[config.mk]
export PLATFORM = sky130hd
export DESIGN_NAME = rotary_knob_gesture_decoder
export DESIGN_NICKNAME = d
export VERILOG_FILES = /design/src/design/rkgd_pkg.sv /design/src/design/rotary_knob_gesture_decoder.sv /design/src/design/rkgd_mult.sv
export SDC_FILE = /design/constraint.sdc
export NUM_CORES = 2
export LEC_CHECK = 0
export ABC_AREA = 1
export CORE_UTILIZATION = 67
export DETAILED_ROUTE_END_ITERATION = 8
export DONT_BUFFER_PORTS = 1
export PLACE_DENSITY = 0.9
export SYNTH_ARGS = -nofsm -noshare
export SYNTH_HDL_FRONTEND = slang
export SYNTH_SLANG_ARGS = --single-unit
[constraint.sdc]
create_clock -name i_clk -period 11.74 [get_ports i_clk]
set_clock_uncertainty 0.05 [all_clocks]
set_input_delay 1.174 -clock i_clk [delete_from_list [all_inputs] [get_ports i_clk]]
set_output_delay 1.174 -clock i_clk [all_outputs]
set_load 0.01 [all_outputs]
[src/design/rkgd_pkg.sv]
// Package for the rotary knob gesture decoder: widths, gesture codes and the
// tangent table used by the angle search. No dependencies.
`default_nettype none

package rkgd_pkg;

    localparam int MAG_W  = 16;
    localparam int TAN_W  = 34;
    localparam int PROD_W = MAG_W + TAN_W;
    localparam int FLR_W  = 7;
    localparam int ANG_W  = 9;

    localparam logic [TAN_W-1:0] TAN_SCALE = 34'd10000000000;

    localparam logic [2:0] G_UP        = 3'd0;
    localparam logic [2:0] G_DOWN      = 3'd1;
    localparam logic [2:0] G_LIFT      = 3'd2;
    localparam logic [2:0] G_LIFT_REST = 3'd3;
    localparam logic [2:0] G_PRESS     = 3'd4;
    localparam logic [2:0] G_REST      = 3'd5;
    localparam logic [2:0] G_NONE      = 3'd6;

    localparam logic CFG_PRESS_THR = 1'b0;
    localparam logic CFG_TURN_THR  = 1'b1;

    typedef logic [MAG_W-1:0]  t_mag;
    typedef logic [TAN_W-1:0]  t_tan;
    typedef logic [PROD_W-1:0] t_prod;

    // Tangent of whole degrees 0 to 45 in units of 1e-10, rounded to nearest.
    function automatic t_tan tan_deg(input logic [5:0] deg);
        t_tan t;
        case (deg)
            6'd1:  t = 34'd174550649;
            6'd2:  t = 34'd349207695;
            6'd3:  t = 34'd524077793;
            6'd4:  t = 34'd699268119;
            6'd5:  t = 34'd874886635;
            6'd6:  t = 34'd1051042353;
            6'd7:  t = 34'd1227845609;
            6'd8:  t = 34'd1405408347;
            6'd9:  t = 34'd1583844403;
            6'd10: t = 34'd1763269807;
            6'd11: t = 34'd1943803091;
            6'd12: t = 34'd2125565617;
            6'd13: t = 34'd2308681911;
            6'd14: t = 34'd2493280028;
            6'd15: t = 34'd2679491924;
            6'd16: t = 34'd2867453858;
            6'd17: t = 34'd3057306815;
            6'd18: t = 34'd3249196962;
            6'd19: t = 34'd3443276133;
            6'd20: t = 34'd3639702343;
            6'd21: t = 34'd3838640350;
            6'd22: t = 34'd4040262258;
            6'd23: t = 34'd4244748162;
            6'd24: t = 34'd4452286853;
            6'd25: t = 34'd4663076582;
            6'd26: t = 34'd4877325886;
            6'd27: t = 34'd5095254495;
            6'd28: t = 34'd5317094317;
            6'd29: t = 34'd5543090515;
            6'd30: t = 34'd5773502692;
            6'd31: t = 34'd6008606190;
            6'd32: t = 34'd6248693519;
            6'd33: t = 34'd6494075932;
            6'd34: t = 34'd6745085168;
            6'd35: t = 34'd7002075382;
            6'd36: t = 34'd7265425280;
            6'd37: t = 34'd7535540501;
            6'd38: t = 34'd7812856265;
            6'd39: t = 34'd8097840332;
            6'd40: t = 34'd8390996312;
            6'd41: t = 34'd8692867378;
            6'd42: t = 34'd9004040443;
            6'd43: t = 34'd9325150861;
            6'd44: t = 34'd9656887748;
            6'd45: t = TAN_SCALE;
            default: t = '0;
        endcase
        return t;
    endfunction

endpackage

`default_nettype wire

[src/design/rotary_knob_gesture_decoder.sv]
// Rotary knob gesture decoder: input and output channels, configuration
// registers, the sequencer and the decision logic. Depends on rkgd_pkg and
// instantiates rkgd_mult.
//
// The input channel (i_in_valid, o_in_ready) carries one sensor sample per
// transaction: a command bit and the raw X and Y words. A classify command
// yields one gesture transaction on the output channel (o_out_valid,
// i_out_ready); a set-reference command yields none and only stores the angle.
// The angle is found by a binary search over whole degrees in seven steps; a
// step compares two products from one shared multiplier in the states S_MUL_L,
// S_MUL_R and S_CMP, or ends in S_MUL_L when the candidate degree needs no
// products. The squared magnitude reuses the same multiplier. A set-reference
// stores its angle in S_ANGLE, and a classify places its result in the output
// register in S_DECIDE after S_SQX, S_SQY and S_SUM. One sample is in work at
// a time; o_in_ready is high while the sequencer is idle, even when a result
// still waits in the output register. When the receiver stalls, the next
// classify holds before its decision until the output register is free. Reset
// clears the reference angle to zero, the last gesture to none and the
// thresholds to their default values.
// Configuration writes are taken at any edge with i_cfg_we high outside reset.
`default_nettype none

module rotary_knob_gesture_decoder (
    input  wire        i_clk,
    input  wire        i_rst_n,
    input  wire        i_cfg_we,
    input  wire        i_cfg_idx,
    input  wire [31:0] i_cfg_wdata,
    input  wire        i_in_valid,
    output logic       o_in_ready,
    input  wire        i_cmd,
    input  wire [15:0] i_x_word,
    input  wire [15:0] i_y_word,
    output logic       o_out_valid,
    input  wire        i_out_ready,
    output logic [2:0] o_gesture
);
    import rkgd_pkg::*;

    typedef enum logic [8:0] {
        S_IDLE   = 9'b000000001,
        S_MUL_L  = 9'b000000010,
        S_MUL_R  = 9'b000000100,
        S_CMP    = 9'b000001000,
        S_ANGLE  = 9'b000010000,
        S_SQX    = 9'b000100000,
        S_SQY    = 9'b001000000,
        S_SUM    = 9'b010000000,
        S_DECIDE = 9'b100000000
    } t_state;

    t_state r_state, n_state;

    logic [31:0]             r_press_thr;
    logic [7:0]              r_turn_thr;
    logic signed [ANG_W-1:0] r_ref;
    logic signed [ANG_W-1:0] r_ang;
    logic [2:0]              r_prev;
    logic                    r_out_valid;
    logic [2:0]              r_gesture;

    logic             r_cmd;
    logic             r_xneg;
    logic             r_yneg;
    t_mag             r_a;
    t_mag             r_b;
    logic [FLR_W-1:0] r_floor;
    logic             r_eq;
    logic [2:0]       r_bit;
    t_prod            r_lhs;
    logic [31:0]      r_m;

    logic [15:0] x_v, y_v;
    t_mag        in_a, in_b;
    t_prod       prod;
    t_mag        op_a;
    t_tan        op_b;
    t_tan        tan_v;

    logic [FLR_W-1:0] cand;
    logic             cand_lo;
    logic [5:0]       tan_idx;
    logic             last_bit;
    logic             accept;
    logic             commit;

    logic [FLR_W-1:0]        ceil_v;
    logic [ANG_W-1:0]        mag_v;
    logic signed [ANG_W-1:0] ang_c;

    logic signed [9:0] diff, diff2, thr_s;
    logic              turn_up, turn_down;
    logic [2:0]        gest_c;

    assign x_v  = {i_x_word[13:0], 2'b00};
    assign y_v  = {i_y_word[13:0], 2'b00};
    assign in_a = x_v[15] ? t_mag'(~x_v + 16'd1) : x_v;
    assign in_b = y_v[15] ? t_mag'(~y_v + 16'd1) : y_v;

    assign o_in_ready = (r_state == S_IDLE);
    assign accept     = i_in_valid && o_in_ready;

    assign cand     = r_floor | (FLR_W'(1) << r_bit);
    assign cand_lo  = (cand <= 7'd45);
    assign tan_idx  = cand_lo ? cand[5:0] : 6'(7'd90 - cand);
    assign tan_v    = tan_deg(tan_idx);
    assign last_bit = (r_bit == 3'd0);

    always_comb begin
        op_a = r_a;
        op_b = t_tan'(r_a);
        case (r_state)
            S_MUL_L: begin
                op_a = r_b;
                op_b = cand_lo ? TAN_SCALE : tan_v;
            end
            S_MUL_R: begin
                op_a = r_a;
                op_b = cand_lo ? tan_v : TAN_SCALE;
            end
            S_SQY: begin
                op_a = r_b;
                op_b = t_tan'(r_b);
            end
            default: begin
                op_a = r_a;
                op_b = t_tan'(r_a);
            end
        endcase
    end

    rkgd_mult u_mult (
        .i_clk  (i_clk),
        .i_op_a (op_a),
        .i_op_b (op_b),
        .o_prod (prod)
    );

    assign ceil_v = r_eq ? r_floor : r_floor + 7'd1;
    assign mag_v  = r_xneg ? 9'd180 - ANG_W'(ceil_v) : ANG_W'(r_floor);

    always_comb begin
        if (r_a == '0 && r_b == '0) begin
            ang_c = '0;
        end else if (r_yneg) begin
            ang_c = -$signed(mag_v);
        end else begin
            ang_c = $signed(mag_v);
        end
    end

    assign diff  = 10'(r_ang) - 10'(r_ref);
    assign thr_s = $signed({2'b00, r_turn_thr});

    always_comb begin
        if (diff > 10'sd180) begin
            diff2 = diff - 10'sd360;
        end else if (diff < -10'sd180) begin
            diff2 = diff + 10'sd360;
        end else begin
            diff2 = diff;
        end
    end

    assign turn_up   = (diff2 > thr_s) && (diff2 < 10'sd180);
    assign turn_down = (diff2 < -thr_s) && (diff2 > -10'sd180);

    always_comb begin
        if (turn_up) begin
            gest_c = G_UP;
        end else if (turn_down) begin
            gest_c = G_DOWN;
        end else if (r_m > r_press_thr) begin
            gest_c = (r_prev == G_REST) ? G_LIFT_REST : G_LIFT;
        end else if (r_m < r_press_thr) begin
            gest_c = (r_prev == G_LIFT || r_prev == G_LIFT_REST) ? G_PRESS : G_REST;
        end else begin
            gest_c = G_REST;
        end
    end

    assign commit = (r_state == S_DECIDE) && (!r_out_valid || i_out_ready);

    always_comb begin
        n_state = r_state;
        unique case (r_state)
            S_IDLE: begin
                if (accept) n_state = S_MUL_L;
            end
            S_MUL_L: begin
                if (cand >= 7'd90) begin
                    n_state = last_bit ? S_ANGLE : S_MUL_L;
                end else begin
                    n_state = S_MUL_R;
                end
            end
            S_MUL_R: n_state = S_CMP;
            S_CMP: begin
                n_state = last_bit ? S_ANGLE : S_MUL_L;
            end
            S_ANGLE: begin
                n_state = r_cmd ? S_IDLE : S_SQX;
            end
            S_SQX: n_state = S_SQY;
            S_SQY: n_state = S_SUM;
            S_SUM: n_state = S_DECIDE;
            S_DECIDE: begin
                if (commit) n_state = S_IDLE;
            end
            default: n_state = S_IDLE;
        endcase
    end

    always_ff @(posedge i_clk) begin
        if (!i_rst_n) begin
            r_state     <= S_IDLE;
            r_press_thr <= 32'd30000000;
            r_turn_thr  <= 8'd18;
            r_ref       <= '0;
            r_prev      <= G_NONE;
            r_out_valid <= 1'b0;
        end else begin
            r_state <= n_state;
            if (i_cfg_we) begin
                if (i_cfg_idx == CFG_PRESS_THR) begin
                    r_press_thr <= i_cfg_wdata;
                end else begin
                    r_turn_thr <= i_cfg_wdata[7:0];
                end
            end
            if (r_state == S_ANGLE && r_cmd) begin
                r_ref <= ang_c;
            end
            if (commit) begin
                r_out_valid <= 1'b1;
                r_prev      <= gest_c;
                if (gest_c != G_REST) begin
                    r_ref <= r_ang;
                end
            end else if (i_out_ready) begin
                r_out_valid <= 1'b0;
            end
        end
    end

    always_ff @(posedge i_clk) begin
        if (accept) begin
            r_cmd   <= i_cmd;
            r_xneg  <= x_v[15];
            r_yneg  <= y_v[15];
            r_a     <= in_a;
            r_b     <= in_b;
            r_floor <= '0;
            r_eq    <= (in_b == '0);
            r_bit   <= 3'd6;
        end
        unique case (r_state)
            S_MUL_L: begin
                if (cand >= 7'd90) begin
                    if (cand == 7'd90 && r_a == '0) begin
                        r_floor <= cand;
                        r_eq    <= 1'b1;
                    end
                    r_bit <= r_bit - 3'd1;
                end
            end
            S_MUL_R: r_lhs <= prod;
            S_CMP: begin
                if (r_lhs >= prod) begin
                    r_floor <= cand;
                    r_eq    <= (r_lhs == prod);
                end
                r_bit <= r_bit - 3'd1;
            end
            S_ANGLE: r_ang <= ang_c;
            S_SQY:   r_m <= prod[31:0];
            S_SUM:   r_m <= r_m + prod[31:0];
            default: ;
        endcase
        if (commit) begin
            r_gesture <= gest_c;
        end
    end

    assign o_out_valid = r_out_valid;
    assign o_gesture   = r_gesture;

    a_floor_range: assert property (@(posedge i_clk) disable iff (!i_rst_n)
        (r_state == S_ANGLE) |-> (r_floor <= 7'd90))
        else $error("angle search left the degree range");

    a_ang_range: assert property (@(posedge i_clk) disable iff (!i_rst_n)
        (r_state == S_SQX) |-> (r_ang >= -9'sd180 && r_ang <= 9'sd180))
        else $error("computed angle out of range");

    a_ref_range: assert property (@(posedge i_clk) disable iff (!i_rst_n)
        (r_ref >= -9'sd180 && r_ref <= 9'sd180))
        else $error("reference angle out of range");

    a_out_from_decide: assert property (@(posedge i_clk) disable iff (!i_rst_n)
        $rose(o_out_valid) |-> $past(r_state == S_DECIDE))
        else $error("result raised outside the decision step");

    a_no_result_for_ref: assert property (@(posedge i_clk) disable iff (!i_rst_n)
        (r_state == S_ANGLE && r_cmd) |=> (r_state == S_IDLE))
        else $error("set-reference transaction went on to classification");

endmodule

`default_nettype wire

[src/design/rkgd_mult.sv]
// Shared multiplier of the gesture decoder with a registered product.
// Depends on rkgd_pkg.
`default_nettype none

module rkgd_mult (
    input  wire            i_clk,
    input  rkgd_pkg::t_mag i_op_a,
    input  rkgd_pkg::t_tan i_op_b,
    output rkgd_pkg::t_prod o_prod
);
    import rkgd_pkg::*;

    t_prod r_prod;

    always_ff @(posedge i_clk) begin
        r_prod <= t_prod'(i_op_a) * t_prod'(i_op_b);
    end

    assign o_prod = r_prod;

endmodule

`default_nettype wire

==> flow_metrics.py <==
metrics = {
    "clocking": {
        "cts_buffers": 28,
        "cts_root_buffer": "clkbuf_16",
        "htreeDepth": 1,
        "post_cts_buffers": 0,
        "cts_resized": 0,
        "clk_latency_ns": 0.61,
        "clk_pin_slew_worst_paths_ns": 0.06,
        "clockBufferDepth": 3,
        "cts_tree": "built",
        "postCtsHoldBufs": 0,
        "clkSinkCount": 242,
    },
    "setup_path": {
        "critical_path_class": "reg2reg",
        "critPathTopFamily": "adder cells",
        "critPathMaxStageDelay_ns": 0.57,
        "crit_path_max_fanout": 13,
        "cp-end-kind": "flip-flop",
        "reg2regPathDepth": 46,
        "crit_required_ns": 12.23,
        "worstReg2RegEnd": "u_mult.o_prod[38]",
        "crit_arrival_ns": 11.04,
        "critPathBufInv": 9,
        "cp-start-kind": "flip-flop",
        "rr_startpoint": "r_bit[1]",
        "crit_top_cell": "inv_1",
        "critPathSlowestCell": "fa_1",
        "rrSetupSlack_ns": 1.19,
    },
    "floorplan": {
        "die_x_um": 222,
        "rows": 80,
        "start_util_pct": 67.9,
        "die_area_um2": 49200,
        "die_h_um": 222,
        "ios": 76,
        "coreArea_um2": 47600,
    },
    "finish": {
        "antenna_cells": 0,
        "mostFrequentLayoutCell": "inv_1",
        "synthToLayoutAreaGrowth_pct": 4.66,
        "drive_gt1_share_pct": 5.44,
        "fin_nets": 4883,
        "layout_common_cells": "inv_1 (833), nand2_1 (707), nor2_1 (420)",
    },
    "placement": {
        "io_buffers": 0,
        "dp.final_hpwl_um": 70600,
        "gp_congestion": 1.02,
    },
    "timing": {
        "finalSetupViolations": 0,
        "grt_setup_unrepaired": "no",
        "worst-slew-pin-transition_ns": 1.28,
        "slew_viol_final": 0,
        "slew_headroom_pct": 13.7,
        "setup_tns_ns": 0,
        "period_needed_ns": 10.55,
        "fin_crit_sh_pct": 89.9,
        "hold_violations": 0,
        "max_freq_mhz": 94.8,
    },
    "yosys": {
        "synth_area_leader_cell": "fa_1",
        "syn_nets": 4924,
        "synthCells": 4135,
        "avgSynthCellArea_um2": 7.83,
        "ys_types": 66,
        "syn_area_um2": 32400,
        "synth_edf_count": 121,
        "yosys_warnings": 0,
        "synth_top_area_share_pct": 23.8,
        "ys_seq_area_share_pct": 18.7,
        "yosys-top-cells-area": "fa_1 (24%), ha_1 (13%), edfxtp_1 (11%)",
        "ys_seq_elements": 242,
        "ys.flop_type": "edfxtp_1",
        "ys_async_sr_fraction_pct": 0,
    },
    "detailed_routing": {
        "viasPerCell": 6.04,
        "drt_iter0_drc": 3044,
        "wl_per_cell_um": 19.2,
        "vias": 28560,
        "ant_nets": 0,
        "drcViolationCount": 0,
        "wl_met2_um": 41100,
        "drt-total-wl_um": 90600,
        "wl_met3_um": 10400,
        "top_layer": "met4",
        "m1WireLength_um": 33300,
        "dr.pass1.iters": 7,
    },
    "status": {
        "status": "completed",
    },
    "run": {
        "drv_cap": 0,
    },
    "grt": {
        "grt_pass1_vias": 29437,
        "grt_start_max_net_pins": 54,
        "grtUsageTotal_pct": 37.6,
        "grt_pass1_wl_um": 147000,
        "antenna_found_initial": 0,
        "grt-ovfl-total": 0,
    },
    "min_path": {
        "worstHoldPathCells": 0,
        "min_to": "r_lhs[42]",
        "worstHoldStart": "u_mult.o_prod[42]",
        "worstHoldPathType": "reg2reg",
    },
}
## synthesized netlist by cell type, types with 4 or more instances
library cell,instances
or2_2,21
inv_2,35
buf_6,7
nor4_1,15
o21ai_1,32
edfxtp_1,121
a21boi_0,7
nand3_1,185
o22ai_1,7
nand2_1,707
xor2_1,58
a211oi_1,5
o221ai_1,12
buf_2,11
o31ai_1,5
xnor2_1,35
nand2_4,4
nand4_1,23
o211ai_1,32
dfxtp_1,121
clkbuf_1,70
nor2_1,423
nand2_2,44
o21ai_2,4
inv_1,834
buf_4,9
fa_1,385
ha_1,333
clkinv_1,4
o21a_1,13
a21oi_1,230
nand3b_1,8
a21o_1,6
a31oi_1,26
o21bai_1,7
o21ai_0,194
nor2_2,11
o2111ai_1,7
nor3_1,42
## area by class of cell
cell class | count | area (um2)
Clock buffer | 38 | 832
Clock inverter | 14 | 128
Fill cell | 3546 | 13800
Inverter | 874 | 3280
Multi-Input combinational cell | 2919 | 22600
Sequential cell | 242 | 6060
Tap cell | 615 | 769
Timing Repair Buffer | 29 | 218
## through the flow
step	cells	instance area [um2]	hold WS [ns]	setup slack, ns	utilization [%]
global route	4731	33900	0.389	0.455	71.1
floorplan	4135	32400	0.358	3.09	-
finish	4731	33900	0.381	1.19	71.1
detailed placement	4679	32900	0.366	1.40	69.1
CTS	4731	33900	0.379	1.33	71.1
global placement	4679	32900	0.361	1.47	69.1
## cells by family after synthesis
kind of cell / synth area share (%)
flip-flops: 18.7
AO/OA/AOI/OAI: 10.7
XOR/XNOR: 2.60
buffers and inverters: 11.6
multiplexers: 0.0619
adder cells (fa/ha/maj): 36.7
AND/OR/NAND/NOR: 19.7
## worst max path at each step
stage,slack [ns],to,startpoint,depth (start not counted)
global route,0.45,u_mult.o_prod[42],r_bit[1],47
floorplan,3.09,u_mult.o_prod[48],r_bit[1],46
CTS,1.33,u_mult.o_prod[48],r_bit[1],47
global placement,1.47,u_mult.o_prod[48],r_bit[1],44
finish,1.19,u_mult.o_prod[38],r_bit[1],46
detailed placement,1.40,u_mult.o_prod[48],r_bit[1],47
## layer usage
| layer | global-route usage (%) | up-vias |
|---|---|---|
| li1 | - | 12991 |
| met1 | 44.9 | 13451 |
| met2 | 60.7 | 1668 |
| met3 | 10.6 | 450 |
| met4 | 22.3 | 0 |
| met5 | 0 | - |
## registers in the layout, indices dropped and copies added (netlist names), 7 cells and up
name	cells
r_a	14
r_ang	9
r_b	14
r_floor	7
r_lhs	48
r_m	30
r_press_thr	32
r_ref	9
r_state	9
r_turn_thr	8
u_mult.o_prod	48
Power is left out: the tool's default activity adds up to more than one toggle a clock period on the data nets, which glitch-free logic cannot reach.
